**src/hdl/insertion_sort_engine_defines.svh**
```systemverilog
// ---------------------------------------------------------------------------
// insertion_sort_engine assertion macros
// Shorthand for clocked implication checks with reset disable.
// ---------------------------------------------------------------------------
`ifndef INSERTION_SORT_ENGINE_DEFINES_SVH
`define INSERTION_SORT_ENGINE_DEFINES_SVH

// same-cycle implication
`define ISE_ASSERT_IMP(name, clk, rst_n, ante, cons, msg) \
	name: assert property (@(posedge clk) disable iff (!rst_n) (ante) |-> (cons)) \
		else $error(msg);

// next-cycle implication
`define ISE_ASSERT_NXT(name, clk, rst_n, ante, cons, msg) \
	name: assert property (@(posedge clk) disable iff (!rst_n) (ante) |=> (cons)) \
		else $error(msg);

`endif

```
**src/hdl/ise_pkg.sv**
```systemverilog
// ---------------------------------------------------------------------------
// ise_pkg
// Shared widths and controller/datapath command and status types.
// ---------------------------------------------------------------------------
`default_nettype none

package ise_pkg;

	localparam int VALUE_W = 32;

	typedef struct packed {
		logic ins;   // insert the incoming value
		logic drop;  // store full, mark the batch
		logic pop;   // head beat taken, shift row down
		logic clr;   // batch done, clear drop mark
	} cmd_t;

	typedef struct packed {
		logic full;
		logic last_out;
	} sts_t;

endpackage

`default_nettype wire

```
**src/hdl/ise_ctrl.sv**
```systemverilog
// ---------------------------------------------------------------------------
// ise_ctrl
// Load/drain sequencer: accepts elements while loading, streams the sorted
// row out while draining.
// ---------------------------------------------------------------------------
`default_nettype none

module ise_ctrl
	import ise_pkg::*;
(
	input  wire       clk,
	input  wire       arst_n,
	input  wire       in_valid,
	input  wire       in_last,
	output logic      in_ready,
	output logic      out_valid,
	input  wire       out_ready,
	input  wire sts_t sts,
	output cmd_t      cmd
);

	typedef enum logic [1:0] {
		ST_LOAD  = 2'b01,
		ST_DRAIN = 2'b10
	} state_t;

	state_t state_q, state_d;
	logic   in_acc, out_acc;

	assign in_ready  = (state_q == ST_LOAD);
	assign out_valid = (state_q == ST_DRAIN);
	assign in_acc    = in_valid && in_ready;
	assign out_acc   = out_valid && out_ready;

	always_comb begin
		cmd.ins  = in_acc && !sts.full;
		cmd.drop = in_acc && sts.full;
		cmd.pop  = out_acc;
		cmd.clr  = out_acc && sts.last_out;
	end

	always_comb begin
		state_d = state_q;
		case (state_q)
			ST_LOAD: begin
				if (in_acc && in_last) state_d = ST_DRAIN;
			end
			ST_DRAIN: begin
				if (out_acc && sts.last_out) state_d = ST_LOAD;
			end
			default: state_d = ST_LOAD;
		endcase
	end

	always_ff @(posedge clk or negedge arst_n) begin
		if (!arst_n) state_q <= ST_LOAD;
		else state_q <= state_d;
	end

endmodule

`default_nettype wire

```
**config.mk**
```make
export PLATFORM = sky130hd
export DESIGN_NAME = ise_ctrl
export DESIGN_NICKNAME = d
export VERILOG_FILES = /design/src/hdl/insertion_sort_engine_defines.svh /design/src/hdl/ise_pkg.sv /design/src/hdl/ise_ctrl.sv
export SDC_FILE = /design/constraint.sdc
export NUM_CORES = 1
export LEC_CHECK = 0
export ABC_AREA = 1
export BUFFER_PORTS_ARGS = -buffer_cell sky130_fd_sc_hd__buf_2
export CORE_AREA = 2 2 39 41
export CTS_CLUSTER_DIAMETER = 100
export DETAILED_ROUTE_END_ITERATION = 8
export DIE_AREA = 0 0 41 43
export PLACE_DENSITY = 0.42
export SLEW_MARGIN = 10
export SYNTH_ARGS = -nofsm -noshare
export SYNTH_HDL_FRONTEND = slang
export SYNTH_SLANG_ARGS = --single-unit
```
**constraint.sdc**
```tcl
create_clock -name clk -period 1.05 [get_ports clk]
set_input_delay 0.105 -clock clk [delete_from_list [all_inputs] [get_ports clk]]
set_output_delay 0.105 -clock clk [all_outputs]
set_load 0.01 [all_outputs]
```
==> flow_summary_export.csv, run 1 <==
group,metric,value,unit
outcome,outcome,"finished with violations",
outcome,failed_checks,"negative setup slack",
grt,antenna_found_initial,0,
placement,hpwlAfterDp,319,um
cells_and_area,regMostFlops,"state_q",
run,cap_violations,0,
cells_and_area,largest_reg_flops,2,
clock_network,clk_latency,0.23,ns
cells_and_area,insertedDiodeCount,0,
clock_network,cts_tree,"built",
pwr,finalPower,0.398,mW
worst_hold_path,hp-class,"input port to flip-flop",
pwr,power-per-cell-area,1200,nW/um^2
cells_and_area,largestRegisters,"state_q: 2 flops",
synthesis,syn_inst,24,
floorplanning,core,1380,sq um
routing,drcViolationCount,0,
synthesis,ys_warn_count,0,
worst_setup_path,r2r-start,"state_q[0]$_DFFE_PN1P_",
clock_network,cts_root_buf,"clkbuf_4",
placement,port_buffers,12,
synthesis,syn_nets,31,
floorplanning,num_rows,14,
grt,grt_max_degree,5,
worst_setup_path,worstPathArrival,1.06,ns
synthesis,synth_seq_cells,2,
timing,skew,0.00533,ns
timing,finalHoldViolations,0,
timing,holdWs,0.142,ns
worst_setup_path,r2r_slack,0.02,ns
timing,slew_headroom,89.5,%
timing,max_freq,0.858,GHz
floorplanning,initial_core_util,11.2,%
timing,post-route-period-util,111,%
timing,tightest_slew,0.158,ns
worst_setup_path,cp-startpoint,"state_q[0]$_DFFE_PN1P_",
clock_network,cts_buffers,3,
cells_and_area,drive_gt1_share,66.7,%
routing,firstDrtPassIters,1,
clock_network,h-tree-depth,1,
worst_setup_path,critPathLaunchType,"flip-flop",
cells_and_area,mostFrequentLayoutCells,"buf_2 (10), inv_1 (5), buf_4 (4)",
routing,drt-total-wl,431,um
floorplanning,die_w,41,um
worst_hold_path,hold_start,"out_ready",
synthesis,yosysSeqAreaShare,33.1,%
timing,min_period,1.17,ns
worst_setup_path,reg2regPathDepth,6,
worst_setup_path,timing.rr.end,"state_q[1]$_DFFE_PN0P_",
synthesis,synth.avg_cell_area,6.46,sq um
grt,grt_pass1_wl,710,um
pwr,leakagePower,0.209,nW
floorplanning,pin_count,13,
timing,slew_viol_final,0,
floorplanning,die_y,43,um
routing,wl_per_cell,7.07,um
timing,fin_ws,-0.116,ns
cells_and_area,final_common_cell,"buf_2",
worst_setup_path,required,0.94,ns
pwr,peakVddDrop,0.288,mV
timing,rsz0062_at_grt,"true",
clock_network,clock_path_buffers,2,
floorplanning,die_area,1760,sq um
synthesis,synth_area,155,sq um
cells_and_area,area.growth.synth_to_final,115,%
clock_network,cts.clk_slew.worst_paths,0.03,ns
routing,antenna_left,0,
cells_and_area,finalNetCount,53,
worst_setup_path,worstSetupEndpoint,"cmd[3]",
routing,vias,207,
synthesis,synth_cell_types,13,
routing,viasPerCell,3.39,
worst_setup_path,crit_path_end_kind,"output port",
grt,grt-ovfl-total,0,
worst_setup_path,cp_max_fo,3,
worst_setup_path,critPathKind,"flip-flop to output port",
placement,place_congestion,0.608,
grt,grt_pass1_vias,203,
routing,drt_iter0_drc,0,
clock_network,cts.sinks,2,
grt,grtUsageTotal,7.02,%
timing,setup_viol,6,
[layer usage]
metal	track usage (%)	vias to the layer above	share of wire (%)	wire length, um
met3	3.14	0	3.2	14
met5	0	-	0	0
met1	6.73	92	40	172
li1	-	110	-	-
met4	12.0	0	0	0
met2	7.81	5	57	244
[power by group]
part	switching, mW	leakage, nW	internal (mW)	total (mW)
sequential	0.00681	0.0237	0.0874	0.0942
clock	0.0529	0.0150	0.142	0.195
combinational	0.0507	0.171	0.0586	0.109
total	0.110	0.209	0.288	0.398
[cells by family (layout without fill, tap and decap cells)]
kind of cell    count (synthesis)  after routing  share of synthesized area, %
simple gates                   11             11                          33.9
buf+inv                         9             30                          24.2
compound gates                  2              2                          8.87
flops                           2              2                          33.1
[worst min path at each step]
stage                             end  slack (ns)  cells past startpoint
2_1_floorplan  state_q[1]$_DFFE_PN0P_       -0.19                      0
3_3_place_gp   state_q[1]$_DFFE_PN0P_       -0.11                      1
3_5_place_dp   state_q[1]$_DFFE_PN0P_       -0.11                      1
4_1_cts        state_q[1]$_DFFE_PN0P_        0.13                      3
5_1_grt        state_q[0]$_DFFE_PN1P_        0.16                      3
6_report       state_q[0]$_DFFE_PN1P_        0.14                      3
[synthesized netlist by cell type]
master   instances  area [sq um]
nor2_2           2          12.5
nand3_1          2          10.0
nand2_1          2          7.51
o21ai_2          1          8.76
nor3_1           1          5.00
inv_2            3          11.3
dfstp_2          1          26.3
inv_1            5          18.8
dfrtp_1          1          25.0
a21oi_1          1          5.00
nor2_1           3          11.3
nand2_2          1          6.26
buf_4            1          7.51
[per-stage QoR]
stage,area (sq um),setup TNS (ns),utilization [%],setup slack [ns],cells
after floorplan,155,0,-,0.121,24
after global placement,228,0,16.5,0.0664,51
after detailed placement,228,0,16.5,0.0492,51
after CTS,329,-0.668,23.8,-0.132,61
after global routing,333,-0.879,24.1,-0.153,61
final,333,-0.583,24.1,-0.116,61
[area by class of cell]
class / instances / area, sq um
sequential: 2 / 51.3
multi-input combinational: 13 / 81.3
timing repair buffer: 18 / 124
fill: 166 / 1050
clock buffer: 4 / 26.3
tap: 16 / 20.0
inverter: 8 / 30.0
[critical path: stages, from the launching register on]
cell and delay, ns:
dfstp_2 0.54, nand3_2 0.08, nor2_1 0.08, buf_2 0.13
[what timing repair did]
action | CTS | global route
setup buffers | 5 | 0
hold buffers | 1 | 0
resized for setup | 5 | 1
pin swaps | 1 | 1
hold endpoints to repair | 2 | 0
setup endpoints to repair | 6 | 8
Note: power is estimated with default switching activity, not from simulation.
==> run 2: changes to the inputs <==
==> constraint.sdc (replaced) <==
create_clock -name clk -period 1.05 [get_ports clk]
set_input_delay 0 -clock clk [delete_from_list [all_inputs] [get_ports clk]]
set_output_delay 0 -clock clk [all_outputs]
set_load 0.01 [all_outputs]
==> run 2 against run 1 <==
Effect of this change:
- the flow still finishes with violations (negative setup slack)
- largest cell class unchanged
- clock skew rose by 0.00085 ns
- clock-buffer cell count is the same
- combinational power is 12% lower
- critical path type unchanged
==> flow_summary_export.csv, run 2 (same netlist as run 1, synthesis figures left out) <==
group,metric,value,unit
outcome,outcome,"finished with violations",
outcome,failed_checks,"negative setup slack",
run,cap_violations,0,
pwr,switching_share,28.2,%
timing,max_freq,0.928,GHz
grt,antenna_found_initial,0,
floorplanning,num_rows,14,
grt,gr-max-usage-layer,"met4",
grt,met2_usage,7.50,%
cells_and_area,area.growth.synth_to_final,96.0,%
worst_setup_path,critPathLaunchType,"flip-flop",
timing,rsz0062_at_grt,"true",
cells_and_area,largest_reg_flops,2,
clock_network,cts_root_buf,"clkbuf_4",
clock_network,h-tree-depth,1,
clock_network,clock_path_buffers,2,
clock_network,cts.sinks,2,
timing,setup_viol,4,
worst_setup_path,worstPathArrival,1.08,ns
placement,place_congestion,0.621,
floorplanning,core,1380,sq um
worst_setup_path,crit_path_end_kind,"output port",
timing,slew_viol_final,0,
routing,antenna_left,0,
pwr,leakagePower,0.189,nW
grt,grt-ovfl-total,0,
timing,post-route-period-util,103,%
clock_network,cts_tree,"built",
timing,tns,-0.0903,ns
timing,fin_ws,-0.0280,ns
grt,met1_usage,6.45,%
grt,grt_pass1_vias,190,
cells_and_area,largestRegisters,"state_q: 2 flops",
worst_setup_path,required,1.05,ns
pwr,finalPower,0.385,mW
pwr,peakVddDrop,0.271,mV
pwr,pwr-share-seq,24.5,%
cells_and_area,final_common_cell,"buf_2",
routing,viasPerCell,3.53,
routing,firstDrtPassIters,3,
worst_setup_path,cp_max_fo,3,
placement,hpwlAfterDp,303,um
clock_network,cts_buffers,3,
floorplanning,die_w,41,um
cells_and_area,finalNetCount,49,
cells_and_area,drive_gt1_share,65.9,%
timing,finalHoldViolations,0,
grt,grt_max_degree,5,
clock_network,clk_latency,0.23,ns
floorplanning,die_y,43,um
grt,grt_pass1_wl,683,um
grt,grtUsageTotal,6.83,%
pwr,power-per-cell-area,1270,nW/um^2
routing,drt-total-wl,403,um
pwr,p_int,0.276,mW
cells_and_area,final_cell_area,304,sq um
routing,wl_per_cell,7.07,um
timing,skew,0.00617,ns
cells_and_area,insertedDiodeCount,0,
cells_and_area,mostFrequentLayoutCells,"buf_2 (10), inv_1 (5), nor2_2 (3), clkbuf_4 (3)",
placement,port_buffers,12,
pwr,p_clk_share,50.6,%
worst_hold_path,hp-class,"input port to flip-flop",
timing,min_period,1.08,ns
grt,met3_usage,4.71,%
cells_and_area,regMostFlops,"state_q",
routing,vias,201,
placement,place_area,228,sq um
routing,drcViolationCount,0,
pwr,pwr-share-comb,24.8,%
floorplanning,initial_core_util,11.2,%
pwr,p_sw,0.109,mW
timing,slew_headroom,88.8,%
floorplanning,die_area,1760,sq um
worst_setup_path,critPathKind,"flip-flop to output port",
timing,tightest_slew,0.168,ns
clock_network,cts.clk_slew.worst_paths,0.04,ns
floorplanning,pin_count,13,
routing,drt_iter0_drc,4,
run 2: per-stage QoR:
step	setup slack, ns	hold slack, ns	instances	util (%)
final	-0.0280	0.0151	57	22.0
after global routing	-0.0791	0.0412	57	22.0
after CTS	-0.0293	0.0105	57	21.2
after detailed placement	0.121	-0.213	51	16.5
after global placement	0.125	-0.213	51	16.5
after floorplan	0.153	-0.296	24	-
run 2: what timing repair did:
item	in CTS	in global routing
setup endpoints to repair	5	6
hold buffers	1	0
pin swaps	1	1
buffers inserted	1	0
resized for setup	4	3
endpoints found under the hold margin	2	0
run 2: metal layers:
metal | wire [um] | share of wire [%] | vias up
li1 | - | - | 104
met1 | 158 | 39 | 86
met2 | 207 | 51 | 9
met3 | 23 | 5.7 | 2
met4 | 14 | 3.5 | 0
met5 | 0 | 0 | -
run 2: final timing paths:
check | slack (ns) | startpoint | end | depth (start not counted)
min in group asynchronous | 0.08 | arst_n | state_q[1]$_DFFE_PN0P_ | 2
hold reg to reg | 0.62 | state_q[0]$_DFFE_PN1P_ | state_q[1]$_DFFE_PN0P_ | 4
setup reg to reg | 0.09 | state_q[0]$_DFFE_PN1P_ | state_q[0]$_DFFE_PN1P_ | 4
hold / removal | 0.02 | in_last | state_q[1]$_DFFE_PN0P_ | 3
max in group asynchronous | 0.77 | arst_n | state_q[0]$_DFFE_PN1P_ | 2
setup / recovery | -0.03 | state_q[0]$_DFFE_PN1P_ | cmd[3] | 3
run 2: layout make-up:
class	count	area, sq um
Timing Repair Buffer	14	90.1
Tap cell	16	20.0
Multi-Input combinational cell	13	83.8
Inverter	8	32.5
Clock buffer	4	26.3
Fill cell	165	1080
Sequential cell	2	51.3
run 2: worst max-delay path, cell delays in order (launching register included):
cell	delay, ns
dfstp_2	0.54
nand3_2	0.08
nor2_1	0.10
buf_2	0.13
run 2: power groups by stage:
| stage | Combinational (mW) | Sequential (mW) | Clock [mW] |
|---|---|---|---|
| after floorplan | 0.0424 | 0.0927 | 0 |
| after global placement | 0.0719 | 0.0936 | 0 |
| after detailed placement | 0.0720 | 0.0934 | 0 |
| after CTS | 0.0877 | 0.0945 | 0.208 |
| after global routing | 0.109 | 0.0952 | 0.217 |
| final | 0.0956 | 0.0945 | 0.195 |
==> run 3: changes to the inputs <==
Settings changed: SKIP_CTS_REPAIR_TIMING set to 1.
==> run 3 against run 2 <==
Effect of this change:
- the flow still finishes with violations (negative setup slack)
- critical path depth did not move
- via count fell by 5.5%
- cell count fell by 1.8%
- register-to-register slack improved by 0.03 ns
==> flow_summary_export.csv, run 3 (same netlist as run 1, synthesis figures left out) <==
group,metric,value,unit
placement,hpwlAfterDp,303,um
worst_setup_path,r2r-start,"state_q[0]$_DFFE_PN1P_",
timing,setup_viol,5,
pwr,power-per-cell-area,1350,nW/um^2
floorplanning,initial_core_util,11.2,%
worst_setup_path,critPathKind,"flip-flop to output port",
routing,viasPerCell,3.39,
floorplanning,pin_count,13,
routing,firstDrtPassIters,3,
worst_setup_path,reg2regPathDepth,5,
clock_network,h-tree-depth,1,
cells_and_area,area.growth.synth_to_final,77.4,%
grt,grt_pass1_wl,648,um
cells_and_area,mostFrequentLayoutCells,"buf_2 (11), inv_1 (5), inv_2 (3), nor2_1 (3), clkbuf_4 (3)",
timing,tns,-0.134,ns
pwr,finalPower,0.373,mW
placement,place_area,228,sq um
timing,finalHoldViolations,0,
floorplanning,die_w,41,um
worst_setup_path,cp_max_fo,3,
outcome,failed_checks,"negative setup slack",
cells_and_area,insertedDiodeCount,0,
worst_setup_path,worstSetupEndpoint,"cmd[2]",
timing,max_freq,0.922,GHz
run,cap_violations,0,
floorplanning,die_y,43,um
pwr,leakagePower,0.173,nW
placement,port_buffers,12,
worst_setup_path,timing.rr.end,"state_q[1]$_DFFE_PN0P_",
clock_network,cts_tree,"built",
grt,antenna_found_initial,0,
placement,post-place-ws,0.121,ns
grt,grt_pass1_vias,176,
clock_network,cts_buffers,3,
outcome,outcome,"finished with violations",
cells_and_area,drive_gt1_share,60.0,%
routing,antenna_left,0,
floorplanning,num_rows,14,
worst_setup_path,critPathLaunchType,"flip-flop",
clock_network,cts.sinks,2,
timing,fin_ws,-0.0348,ns
pwr,peakVddDrop,0.272,mV
worst_setup_path,worstPathArrival,1.08,ns
grt,grt_max_degree,5,
worst_hold_path,hp-class,"input port to flip-flop",
clock_network,clk_latency,0.23,ns
clock_network,cts_root_buf,"clkbuf_4",
timing,rsz0062_at_grt,"true",
placement,place_congestion,0.621,
cells_and_area,largest_reg_flops,2,
cells_and_area,largestRegisters,"state_q: 2 flops",
clock_network,cts.clk_slew.worst_paths,0.04,ns
cells_and_area,finalNetCount,48,
timing,min_period,1.08,ns
worst_setup_path,crit_path_end_kind,"output port",
timing,tightest_slew,0.176,ns
timing,skew,0.00488,ns
cells_and_area,final_common_cell,"buf_2",
cells_and_area,utilization,19.9,%
floorplanning,core,1380,sq um
worst_setup_path,required,1.05,ns
grt,grt-ovfl-total,0,
worst_setup_path,cp-startpoint,"state_q[0]$_DFFE_PN1P_",
routing,drt_iter0_drc,2,
timing,post-route-period-util,103,%
routing,drt-total-wl,374,um
cells_and_area,regMostFlops,"state_q",
timing,slew_viol_final,0,
floorplanning,die_area,1760,sq um
cells_and_area,final_cell_area,275,sq um
routing,wl_per_cell,6.68,um
grt,grtUsageTotal,6.63,%
routing,vias,190,
clock_network,clock_path_buffers,2,
worst_setup_path,r2r_slack,0.12,ns
routing,drcViolationCount,0,
cells_and_area,fillCellCount,161,
timing,slew_headroom,88.2,%
==> run 3: stage by stage <==
step	hold slack [ns]	cells
after floorplan	-0.296	24
after global placement	-0.213	51
after detailed placement	-0.213	51
after CTS	-0.465	55
after global routing	0.0428	56
final	0.0148	56
==> run 3: area by class of cell <==
type / count / area (sq um) / area share [%]
sequential: 2 / 51.3 / 18.6
clock buffer: 4 / 26.3 / 9.55
timing repair buffer: 13 / 76.3 / 27.7
multi-input combinational: 13 / 71.3 / 25.9
tap: 16 / 20.0 / 7.27
inverter: 8 / 30.0 / 10.9
==> run 3: how the worst min path moves through the flow <==
stage                              to  cells after the start       from  slack (ns)
2_1_floorplan  state_q[1]$_DFFE_PN0P_                      0     arst_n       -0.30
3_3_place_gp   state_q[1]$_DFFE_PN0P_                      1     arst_n       -0.21
3_5_place_dp   state_q[1]$_DFFE_PN0P_                      1     arst_n       -0.21
4_1_cts        state_q[1]$_DFFE_PN0P_                      1     arst_n       -0.47
5_1_grt        state_q[0]$_DFFE_PN1P_                      3  out_ready        0.04
6_report       state_q[1]$_DFFE_PN0P_                      3    in_last        0.01
==> run 3: report_power, final <==
| part | leakage [nW] | internal [mW] | switching [mW] |
|---|---|---|---|
| Combinational | 0.134 | 0.0396 | 0.0437 |
| Clock | 0.0150 | 0.142 | 0.0544 |
| Sequential | 0.0237 | 0.0874 | 0.00562 |
| Total | 0.173 | 0.269 | 0.104 |
==> run 3: worst max-delay path: stages (launching register included) <==
cell and delay [ns]:
dfstp_2 0.54, nand3_2 0.10, nor2_1 0.09, buf_2 0.13
==> run 3: per-layer routing <==
layer	share of wire, %	GRT usage, %	vias up
met2	47	6.88	9
li1	-	-	102
met5	0	0	-
met4	3.7	10.0	0
met3	5.9	4.71	2
met1	43	6.45	77
